File: src/rtl/core/opat_pkg.sv
// Package with shared constants, codes and types of the alarm table.
package opat_pkg;

    localparam int SLOTS_DEFAULT = 16;
    localparam int TW = 48;
    localparam int HW = 16;
    localparam int CW = 5;
    localparam int MAX_RESULTS = 32;

    localparam logic [1:0] CMD_TICK     = 2'd0;
    localparam logic [1:0] CMD_ONCE     = 2'd1;
    localparam logic [1:0] CMD_PERIODIC = 2'd2;
    localparam logic [1:0] CMD_UNADVISE = 2'd3;

    localparam logic [2:0] ST_ACCEPTED = 3'd0;
    localparam logic [2:0] ST_FULL     = 3'd1;
    localparam logic [2:0] ST_ZERO     = 3'd2;
    localparam logic [2:0] ST_FIRED    = 3'd3;
    localparam logic [2:0] ST_RELEASE  = 3'd4;
    localparam logic [2:0] ST_REMOVED  = 3'd5;

    typedef struct packed {
        logic          start;
        logic [TW-1:0] dividend;
        logic [TW-1:0] divisor;
    } div_req_t;

    typedef struct packed {
        logic          done;
        logic [TW-1:0] quotient;
    } div_rsp_t;

endpackage

File: src/rtl/core/opat_div.sv
// Serial restoring divider, one quotient bit per cycle.
module opat_div (
    input  logic               aclk,
    input  logic               aresetn,
    input  opat_pkg::div_req_t req,
    output opat_pkg::div_rsp_t rsp
);
    localparam int TW = opat_pkg::TW;

    logic [TW-1:0]         quo_reg, quo_next;
    logic [TW-1:0]         rem_reg, rem_next;
    logic [TW-1:0]         dvs_reg, dvs_next;
    logic [5:0]            cnt_reg, cnt_next;
    logic                  busy_reg, busy_next;
    logic                  done_reg, done_next;
    logic [TW:0]           trial;
    logic [TW:0]           diff;

    always_comb begin
        quo_next  = quo_reg;
        rem_next  = rem_reg;
        dvs_next  = dvs_reg;
        cnt_next  = cnt_reg;
        busy_next = busy_reg;
        done_next = 1'b0;
        trial     = {rem_reg, quo_reg[TW-1]};
        diff      = trial - {1'b0, dvs_reg};
        if (req.start) begin
            quo_next  = req.dividend;
            rem_next  = '0;
            dvs_next  = req.divisor;
            cnt_next  = 6'(TW);
            busy_next = 1'b1;
        end else if (busy_reg) begin
            if (!diff[TW]) begin
                rem_next = diff[TW-1:0];
                quo_next = {quo_reg[TW-2:0], 1'b1};
            end else begin
                rem_next = trial[TW-1:0];
                quo_next = {quo_reg[TW-2:0], 1'b0};
            end
            cnt_next = cnt_reg - 6'd1;
            if (cnt_reg == 6'd1) begin
                busy_next = 1'b0;
                done_next = 1'b1;
            end
        end
    end

    always_ff @(posedge aclk) begin
        if (!aresetn) begin
            busy_reg <= 1'b0;
            done_reg <= 1'b0;
            cnt_reg  <= '0;
        end else begin
            busy_reg <= busy_next;
            done_reg <= done_next;
            cnt_reg  <= cnt_next;
        end
        quo_reg <= quo_next;
        rem_reg <= rem_next;
        dvs_reg <= dvs_next;
    end

    assign rsp.done     = done_reg;
    assign rsp.quotient = quo_reg;

`ifndef NO_ASSERTIONS
    a_done_after_busy: assert property (@(posedge aclk) disable iff (!aresetn)
        rsp.done |-> !busy_reg) else $error("divider done while busy");
    a_start_idle: assert property (@(posedge aclk) disable iff (!aresetn)
        req.start |-> !busy_reg) else $error("divider restarted while busy");
    a_count_zero: assert property (@(posedge aclk) disable iff (!aresetn)
        !busy_reg |-> cnt_reg == 6'd0 || $past(req.start) == 1'b0)
        else $error("divider count inconsistent");
`endif
endmodule

File: config.mk
export PLATFORM = sky130hd
export DESIGN_NAME = opat_div
export DESIGN_NICKNAME = d
export VERILOG_FILES = /design/src/rtl/core/opat_pkg.sv /design/src/rtl/core/opat_div.sv
export SDC_FILE = /design/constraint.sdc
export NUM_CORES = 1
export LEC_CHECK = 0
export BUFFER_PORTS_ARGS = -buffer_cell sky130_fd_sc_hd__buf_2
export CAP_MARGIN = 20
export CORE_ASPECT_RATIO = 0.8
export CORE_MARGIN = 2
export CORE_UTILIZATION = 57
export CTS_CLUSTER_DIAMETER = 80
export CTS_CLUSTER_SIZE = 12
export DETAILED_ROUTE_END_ITERATION = 8
export GPL_ROUTABILITY_DRIVEN = 0
export PLACE_DENSITY = 0.8
export SKIP_LAST_GASP = 1
export SYNTH_ARGS = -nofsm -noshare
export SYNTH_HDL_FRONTEND = slang
export SYNTH_SLANG_ARGS = --single-unit
File: constraint.sdc
create_clock -name aclk -period 4 [get_ports aclk]
set_clock_uncertainty 0.1 [all_clocks]
set_input_delay 0.6 -clock aclk [delete_from_list [all_inputs] [get_ports aclk]]
set_output_delay 0.6 -clock aclk [all_outputs]
set_load 0.02 [all_outputs]
==> results.py, run 1 <==
metrics = {
    "floorplan": {
        "die_x_um": 145,
        "std_cell_rows": 41,
        "die-area_mm2": 0.0170,
        "dieHeight_um": 117,
        "coreArea_mm2": 0.0157,
        "io_pins": 148,
        "initial_utilization_pct": 57.9,
    },
    "worst_setup_path": {
        "path_cells": "inv_1, ha_1, fa_1, nor2b_2, o31ai_1, a211o_1, a211oi_2, o21ai_2, a21o_1, o211ai_4, buf_16, buf_4, nand2_1, a311oi_1",
        "worstSetupEndpointType": "flip-flop",
        "crit_fanout": 22,
        "cp_top_family": "compound AO/OA/AOI/OAI gates",
        "slowest_delay_ns": 0.41,
        "path_class": "reg -> reg",
        "crit_slowest_cell": "fa_1",
        "path_buf_inv": 3,
        "arrival_ns": 3.76,
        "required_ns": 4.22,
        "r2r_slack_ns": 0.47,
        "cp-start-kind": "flip-flop",
    },
    "routing": {
        "viasPerCell": 5.90,
        "dr.pass1.iters": 5,
        "top_layer_used": "met4",
        "dr_wl_met3_um": 1590,
        "met2_length_um": 9710,
        "antenna_left": 0,
        "vias": 7628,
        "wl_met1_um": 9950,
        "post_drt_wl_per_cell_um": 16.6,
        "post-route-drc-count": 0,
        "drtIter0Drc": 688,
        "routed_wl_um": 21400,
    },
    "clock_network": {
        "clock_sinks": 152,
        "clk_path_buf_depth": 2,
        "cts_buffers": 17,
        "cts-root-buf": "clkbuf_16",
        "tritoncts": "built",
        "post_cts_buffers": 0,
        "htreeDepth": 4,
        "path_clk_slew_ns": 0.07,
        "cts_hold_repair.buffers": 0,
        "postCtsResizedCells": 0,
        "clkLatencyLatePin_ns": 0.44,
    },
    "timing": {
        "setup_tns_ns": 0,
        "maxSlewViolCount": 0,
        "finalSetupViolCount": 0,
        "rsz0062_at_grt": "no",
        "finalHoldViolCount": 0,
        "slew_headroom_pct": 39.6,
        "fin_crit_ns": 3.53,
        "finalCritPeriodShare_pct": 88.4,
        "worst_pin_slew_ns": 0.906,
        "max_freq_ghz": 0.283,
    },
    "yosys": {
        "yosysWarnings": 0,
        "yosysSeqAreaShare_pct": 44.0,
        "synthTopCellsByArea": "edfxtp_1 (32%), dfxtp_1 (12%), ha_1 (6.9%), mux2_2 (5.8%), nand2_1 (4.7%)",
        "yosysTopAreaCell": "edfxtp_1",
        "synth_async_sr_flop_share_pct": 0,
        "syn_nets": 1097,
        "synth_cell_types": 64,
        "synth_seq_cells": 152,
        "synthCells": 947,
        "synth_top_area_share_pct": 31.7,
        "synth-edff-count": 96,
        "syn_area_mm2": 0.00909,
        "syn_avg_cell_area_um2": 9.60,
        "synth-main-ff-cell": "edfxtp_1",
    },
    "global_route": {
        "grt_pass1_wl_um": 34800,
        "grtUsageTotal_pct": 25.6,
        "grt_max_degree": 145,
        "grt_overflow": 0,
        "antenna_found_initial": 0,
        "grt_pass1_vias": 7008,
    },
    "place": {
        "placed_area_mm2": 0.00994,
        "place_inst": 1260,
        "place.detailed.hpwl_um": 15000,
        "io_buffers": 147,
    },
    "pwr": {
        "power_per_cell_area_mw_per_mm2": 439,
        "ir_worst_vdd_mv": 0.323,
        "leakage_nw": 4.46,
    },
    "cells_and_area": {
        "nets": 1215,
        "drive_above_1_share_pct": 23.4,
        "fillers": 1283,
        "fin_cells": 1293,
        "final_area_mm2": 0.0106,
        "antenna_cells": 0,
        "areaGrowthSynthToFinish_pct": 16.2,
    },
    "job": {
        "cap_violations": 0,
    },
    "worst_hold_path": {
        "hp-class": "in -> reg",
    },
    "status": {
        "status": "complete, no violations",
    },
}
cell families (layout without fill, tap and decap cells):
| group | count (synthesis) | count (layout) | synth area share [%] |
|---|---|---|---|
| XOR/XNOR | 44 | 44 | 4.24 |
| flip-flops | 152 | 152 | 44.0 |
| AO/OA/AOI/OAI | 242 | 242 | 18.7 |
| multiplexers | 49 | 49 | 6.04 |
| adder cells (fa/ha/maj) | 51 | 51 | 7.10 |
| AND/OR/NAND/NOR | 293 | 293 | 14.5 |
| buffers and inverters | 116 | 247 | 5.32 |
worst reg2reg max path: cells and delay by family (launching register included):
| family | cells | cell delay, ns |
|---|---|---|
| and+or+nand+nor | 2 | 0.24 |
| AOI/OAI and AO/OA | 7 | 1.61 |
| buffers and inverters | 3 | 0.47 |
| DFF | 1 | 0.37 |
| adders and majority gates | 2 | 0.62 |
final timing paths:
check,from,to,cells past startpoint
setup reg to reg,quo_reg[47],rem_reg[6],14
setup / recovery,quo_reg[47],rem_reg[6],14
hold / removal,req[37],dvs_reg[37],1
hold reg to reg,cnt_reg[1],cnt_reg[1],2
layer usage:
layer	track usage (%)	vias to the layer above
li1	-	3707
met1	35.6	3608
met2	41.0	298
met3	6.20	15
met4	6.01	0
met5	0	-
synthesized netlist by cell type (all sizes together) (7+ instances only):
cell and number:
a21o 23, o31ai 7, buf 23, and3 8, dfxtp 56, a211oi 8
nand2 113, xnor2 31, nand3 18, a311oi 35, mux2 47, a21oi 61
nor3 13, nand4 17, edfxtp 96, o21ai 33, xor2 13, a31oi 14
ha 50, nor2 83, o21a 10, clkbuf 34, inv 59
layout make-up:
type                       instances  area (um^2)  area share [%]
tap                              215          269            2.55
inverter                          59          221            2.10
multi-input combinational        679         4620            43.7
clock inverter                    15          179            1.69
clock buffer                      17          425            4.03
timing repair buffer             156          851            8.05
sequential                       152         4010            37.9
where the power goes:
| group | internal [mW] | switching (mW) | leakage (nW) |
|---|---|---|---|
| clock | 0.949 | 0.725 | 0.303 |
| sequential | 1.82 | 0.0781 | 1.41 |
| combinational | 0.430 | 0.639 | 2.74 |
| total | 3.20 | 1.44 | 4.46 |
through the flow:
step	util, %	hold WS [ns]	setup WS (ns)	power (mW)
floorplan	-	0.369	0.875	2.69
global placement	63.3	0.382	0.446	2.96
detailed placement	63.3	0.387	0.261	2.98
CTS	67.2	0.222	0.211	4.66
global route	67.3	0.220	0.158	4.85
finish	67.3	0.234	0.465	4.64
placed cells by master (no fill, tap or decap), types with 6 or more instances in the layout:
master	n
buf_4	7
clkbuf_16	17
dfxtp_1	55
nand3_1	18
and3_1	8
a211oi_1	6
nor3_1	13
xnor2_1	31
nand4_1	17
ha_1	50
xor2_1	13
a31oi_1	14
o21a_1	10
mux2_2	47
edfxtp_1	96
o31ai_1	6
or3_1	6
a21oi_1	59
buf_2	146
a21o_1	23
nand2_1	112
inv_1	59
o21ai_0	28
a311oi_1	35
and2_1	6
nor2_1	83
nor4_1	6
(Power assumes the default switching activity.)
==> inputs of run 2 (changes only) <==
ABC_AREA = 1   (was not set)
CORE_UTILIZATION = 59   (was 57)
PLACE_DENSITY = 0.82   (was 0.8)
==> results.py, run 2 <==
metrics = {
    "cells_and_area": {
        "nets": 1914,
        "antenna_cells": 0,
        "layout_common_cells": "nand2_1 (733), inv_1 (324), buf_2 (146)",
        "drive_above_1_share_pct": 11.3,
        "final_area_mm2": 0.0121,
        "final_common_cell": "nand2_1",
        "areaGrowthSynthToFinish_pct": 14.8,
    },
    "worst_hold_path": {
        "min_path_cells": 1,
        "hp-class": "in -> reg",
    },
    "timing": {
        "max_freq_ghz": 0.299,
        "slew_headroom_pct": 33.0,
        "setup_tns_ns": 0,
        "worst_pin_slew_ns": 1.00,
        "rsz0062_at_grt": "no",
        "finalHoldViolCount": 0,
        "maxSlewViolCount": 0,
        "hold_slack_ns": 0.230,
        "finalCritPeriodShare_pct": 83.6,
        "finalSetupViolCount": 0,
        "fin_crit_ns": 3.34,
    },
    "yosys": {
        "synth-adder-area-share_pct": 6.14,
        "yosysMostFrequentCell": "nand2_1",
        "yosysTopAreaCell": "edfxtp_1",
        "synth_async_sr_flop_share_pct": 0,
        "synth_top_area_share_pct": 27.4,
        "synthSimpleGateAreaFrac_pct": 36.5,
        "yosysWarnings": 0,
        "synth_seq_cells": 152,
        "netlist_top_cells_count": "nand2_1 (733), inv_1 (325), nor2_1 (109), edfxtp_1 (96), nand3_1 (83)",
        "synth_compound_area_share_pct": 3.58,
        "synthCells": 1625,
        "synth_cell_types": 38,
        "synth_top_family_by_area": "simple AND/OR/NAND/NOR gates",
        "synthTopCellsByArea": "edfxtp_1 (27%), nand2_1 (26%), inv_1 (12%), dfxtp_1 (11%), ha_1 (6.0%)",
        "syn_avg_cell_area_um2": 6.47,
        "yosysSeqAreaShare_pct": 38.1,
        "synth_xor_area_share_pct": 2.25,
        "synth-main-ff-cell": "edfxtp_1",
        "syn_area_mm2": 0.0105,
        "syn_nets": 1775,
        "synth-edff-count": 96,
        "synth_mux_area_share_pct": 0,
    },
    "worst_setup_path": {
        "worstSetupPathDepth": 17,
        "cp_top_family": "simple AND/OR/NAND/NOR gates",
        "path_class": "reg -> reg",
        "crit_fanout": 40,
        "worstSetupEndpointType": "flip-flop",
        "reg2regPathDepth": 17,
        "required_ns": 4.23,
        "cpMostUsedCell": "nand2_1",
        "slowest_delay_ns": 0.62,
        "arrival_ns": 3.58,
        "path_cells": "inv_1, ha_1, fa_1, inv_1, nand2_1, nand2_1, nand3_1, nand2_1, nand2_1, nand2_2, nand2_2, nand3_2, nand2_2, nand2_2, o21ai_1, nand3_1, nand2_1",
        "crit_slowest_cell": "nand2_2",
        "cp-start-kind": "flip-flop",
        "path_buf_inv": 2,
    },
    "routing": {
        "dr.pass1.iters": 5,
        "post_drt_wl_per_cell_um": 13.6,
        "routed_wl_um": 27100,
        "viasPerCell": 5.12,
        "antenna_left": 0,
        "vias": 10243,
        "drtIter0Drc": 854,
        "post-route-drc-count": 0,
    },
    "clock_network": {
        "tritoncts": "built",
        "cts_hold_repair.buffers": 0,
        "cts_buffers": 17,
        "clkLatencyLatePin_ns": 0.44,
        "cts-root-buf": "clkbuf_16",
        "clock_sinks": 152,
        "htreeDepth": 4,
        "postCtsResizedCells": 0,
        "post_cts_buffers": 0,
        "clk_path_buf_depth": 2,
        "path_clk_slew_ns": 0.07,
    },
    "pwr": {
        "ir_worst_vdd_mv": 0.288,
        "leakage_nw": 6.81,
        "finalPower_mw": 4.13,
        "power_per_cell_area_mw_per_mm2": 342,
    },
    "global_route": {
        "grt_pass1_vias": 9526,
        "grtUsageTotal_pct": 29.5,
        "grt_overflow": 0,
        "grt_max_degree": 71,
        "antenna_found_initial": 1,
        "grt_pass1_wl_um": 44700,
    },
    "floorplan": {
        "die-area_mm2": 0.0189,
        "die_x_um": 153,
        "initial_utilization_pct": 60.5,
        "std_cell_rows": 43,
        "coreArea_mm2": 0.0174,
        "io_pins": 148,
        "dieHeight_um": 123,
    },
    "place": {
        "placed_area_mm2": 0.0114,
        "io_buffers": 147,
        "place.detailed.hpwl_um": 20400,
    },
    "job": {
        "cap_violations": 0,
    },
    "status": {
        "status": "complete, no violations",
    },
}
-- run 2: logic make-up after synthesis --
family          Yosys count
simple gates            965
flops                   152
compound gates           69
buf+inv                 361
xor+xnor                 27
fa+ha+maj                51
-- run 2: cell type report --
| type | count | area, um^2 |
|---|---|---|
| fillers | 1516 | 5310 |
| repair buffers | 152 | 808 |
| flip-flops and latches | 152 | 4000 |
| clock buffers | 17 | 425 |
| well taps | 225 | 282 |
| clock inverters | 15 | 200 |
| multi-input cells | 1112 | 5110 |
| inverters | 329 | 1230 |
-- run 2: report_power, final --
part	internal (mW)	switching, mW	total (mW)
combinational	0.179	0.359	0.538
sequential	1.78	0.0471	1.83
clock	1.01	0.749	1.76
-- run 2: through the flow --
step           std cells  utilization, %  setup WS, ns
2_1_floorplan       1625               -          1.40
3_3_place_gp        1969            65.7         0.874
3_5_place_dp        1969            65.7         0.709
4_1_cts             2001            69.3         0.664
5_1_grt             2002            69.4         0.424
6_report            2002            69.4         0.655
-- run 2: routing by layer --
layer	track usage, %	vias up	wire [um]
li1	-	5181	-
met1	39.8	4564	12000
met2	47.2	460	11900
met3	7.50	38	2770
met4	8.56	0	483
met5	0	-	0
-- run 2: final timing paths --
kind                     from           to  slack (ns)
setup / recovery  quo_reg[47]  rem_reg[31]        0.66
hold / removal         req[2]   dvs_reg[2]        0.23
setup reg to reg  quo_reg[47]  rem_reg[31]        0.66
hold reg to reg   rem_reg[34]  rem_reg[34]        0.37
==> inputs of run 3 (changes only) <==
clock period = 3.4 ns   (was 4 ns; I/O delays follow)
==> results.py, run 3 (synthesis results as in run 2) <==
metrics = {
    "clock_network": {
        "cts_hold_repair.buffers": 0,
        "path_clk_slew_ns": 0.08,
        "postCtsResizedCells": 0,
        "cts_buffers": 17,
        "htreeDepth": 4,
        "clock_sinks": 152,
        "post_cts_buffers": 0,
        "clk_path_buf_depth": 2,
        "cts-root-buf": "clkbuf_16",
        "tritoncts": "built",
        "clkLatencyLatePin_ns": 0.45,
    },
    "timing": {
        "finalSetupViolCount": 0,
        "slew_headroom_pct": 45.5,
        "finalHoldViolCount": 0,
        "max_freq_ghz": 0.326,
        "worst_pin_slew_ns": 0.816,
        "fin_crit_ns": 3.07,
        "finalCritPeriodShare_pct": 90.2,
        "maxSlewViolCount": 0,
        "setup_tns_ns": 0,
        "rsz0062_at_grt": "no",
    },
    "place": {
        "place.detailed.hpwl_um": 21000,
        "io_buffers": 147,
    },
    "worst_setup_path": {
        "crit_path_start": "quo_reg[47]",
        "worstSetupEndpointType": "flip-flop",
        "cp-start-kind": "flip-flop",
        "path_class": "reg -> reg",
        "rr_endpoint": "rem_reg[4]",
        "crit_fanout": 21,
        "r2r_slack_ns": 0.33,
        "reg2regPathDepth": 18,
        "worstReg2RegStart": "quo_reg[47]",
        "arrival_ns": 3.31,
        "required_ns": 3.65,
    },
    "global_route": {
        "grt_max_degree": 75,
        "grtUsageTotal_pct": 29.7,
        "grt_pass1_vias": 9634,
        "grt_overflow": 0,
        "antenna_found_initial": 1,
        "grt_pass1_wl_um": 44800,
    },
    "pwr": {
        "ir_worst_vdd_mv": 0.575,
        "seqPwrFrac_pct": 44.9,
        "power_per_cell_area_mw_per_mm2": 396,
        "leakage_nw": 6.83,
        "switching_share_pct": 29.6,
        "finalPower_mw": 4.79,
        "p_switching_mw": 1.42,
        "clkPwrFrac_pct": 41.8,
        "power_frac_comb_pct": 13.4,
        "p_int_mw": 3.37,
    },
    "status": {
        "status": "complete, no violations",
    },
    "cells_and_area": {
        "drive_above_1_share_pct": 11.7,
        "nets": 1921,
        "layout_common_cells": "nand2_1 (733), inv_1 (324), buf_2 (146)",
        "areaGrowthSynthToFinish_pct": 15.1,
        "final_common_cell": "nand2_1",
    },
    "worst_hold_path": {
        "worstHoldEndpoint": "dvs_reg[40]",
        "hold_start": "req[40]",
        "hp-class": "in -> reg",
        "min_path_cells": 1,
    },
    "routing": {
        "drtIter0Drc": 972,
        "routed_wl_um": 27600,
        "viasPerCell": 5.11,
        "dr.pass1.iters": 6,
        "antenna_left": 0,
        "post_drt_wl_per_cell_um": 13.7,
        "post-route-drc-count": 0,
        "vias": 10263,
    },
    "job": {
        "cap_violations": 0,
    },
    "floorplan": {
        "dieHeight_um": 123,
        "std_cell_rows": 43,
        "die-area_mm2": 0.0189,
        "die_x_um": 153,
        "initial_utilization_pct": 60.5,
        "coreArea_mm2": 0.0174,
        "io_pins": 148,
    },
}
run 3: cell types whose count changed in the layout (fill, tap and decap cells not counted), sizes merged:
cell	change
diode	+1
clkinv	+4
inv	-3
bufinv	-2
clkinvlp	+1
buf	+7
run 3: through the flow:
stage                     worst slack [ns]  std cells  area, um^2  utilization, %  hold slack [ns]
final                                0.335       2010       12100            69.6            0.129
after global routing                 0.159       2009       12100            69.6            0.118
after CTS                            0.356       2009       12100            69.6            0.123
after detailed placement             0.390       1977       11500            66.0            0.363
after global placement               0.499       1977       11500            66.0            0.360
after floorplan                      0.800       1625       10500               -            0.349
run 3: worst max-delay path by stage:
stage | endpoint | slack (ns) | cells after the start
floorplan | quo_reg[0] | 0.80 | 17
global placement | rem_reg[6] | 0.50 | 18
detailed placement | rem_reg[4] | 0.39 | 18
CTS | rem_reg[4] | 0.36 | 18
global route | rem_reg[12] | 0.16 | 18
finish | rem_reg[4] | 0.33 | 18
run 3: worst max-delay path: stages, from the launching register on:
cell and delay [ns]:
edfxtp_1 0.35, inv_1 0.06, ha_1 0.22, fa_1 0.42, inv_1 0.12, nand2_1 0.06, nand2_1 0.07, nand3_1 0.07
nand2_1 0.15, nand2_1 0.08, nand2_2 0.11, nand2_2 0.09, nand3_2 0.10, nand2_2 0.12, nand2_2 0.40, buf_12 0.22
nand2_1 0.07, nand3_1 0.08, nand2_1 0.05
run 3: cell type report:
| type | count | area (um^2) |
|---|---|---|
| fillers | 1503 | 5280 |
| repair buffers | 159 | 841 |
| diodes | 1 | 2.50 |
| clock buffers | 17 | 425 |
| inverters | 329 | 1230 |
| multi-input cells | 1112 | 5110 |
| clock inverters | 15 | 201 |
| well taps | 225 | 282 |
| flip-flops and latches | 152 | 4000 |
run 3: power by group through the flow:
stage | Clock, mW | Sequential, mW | Combinational [mW]
after floorplan | 0 | 2.26 | 0.324
after global placement | 0 | 2.19 | 0.617
after detailed placement | 0 | 2.19 | 0.630
after CTS | 2.02 | 2.15 | 0.634
after global routing | 2.10 | 2.16 | 0.709
final | 2.00 | 2.15 | 0.641
run 3: routing by layer:
| layer | GRT usage [%] | vias up | wire length, um |
|---|---|---|---|
| met5 | 0 | - | 0 |
| met4 | 10.2 | 0 | 647 |
| met3 | 9.22 | 47 | 3190 |
| met2 | 46.8 | 455 | 11800 |
| met1 | 39.0 | 4565 | 11900 |
| li1 | - | 5196 | - |
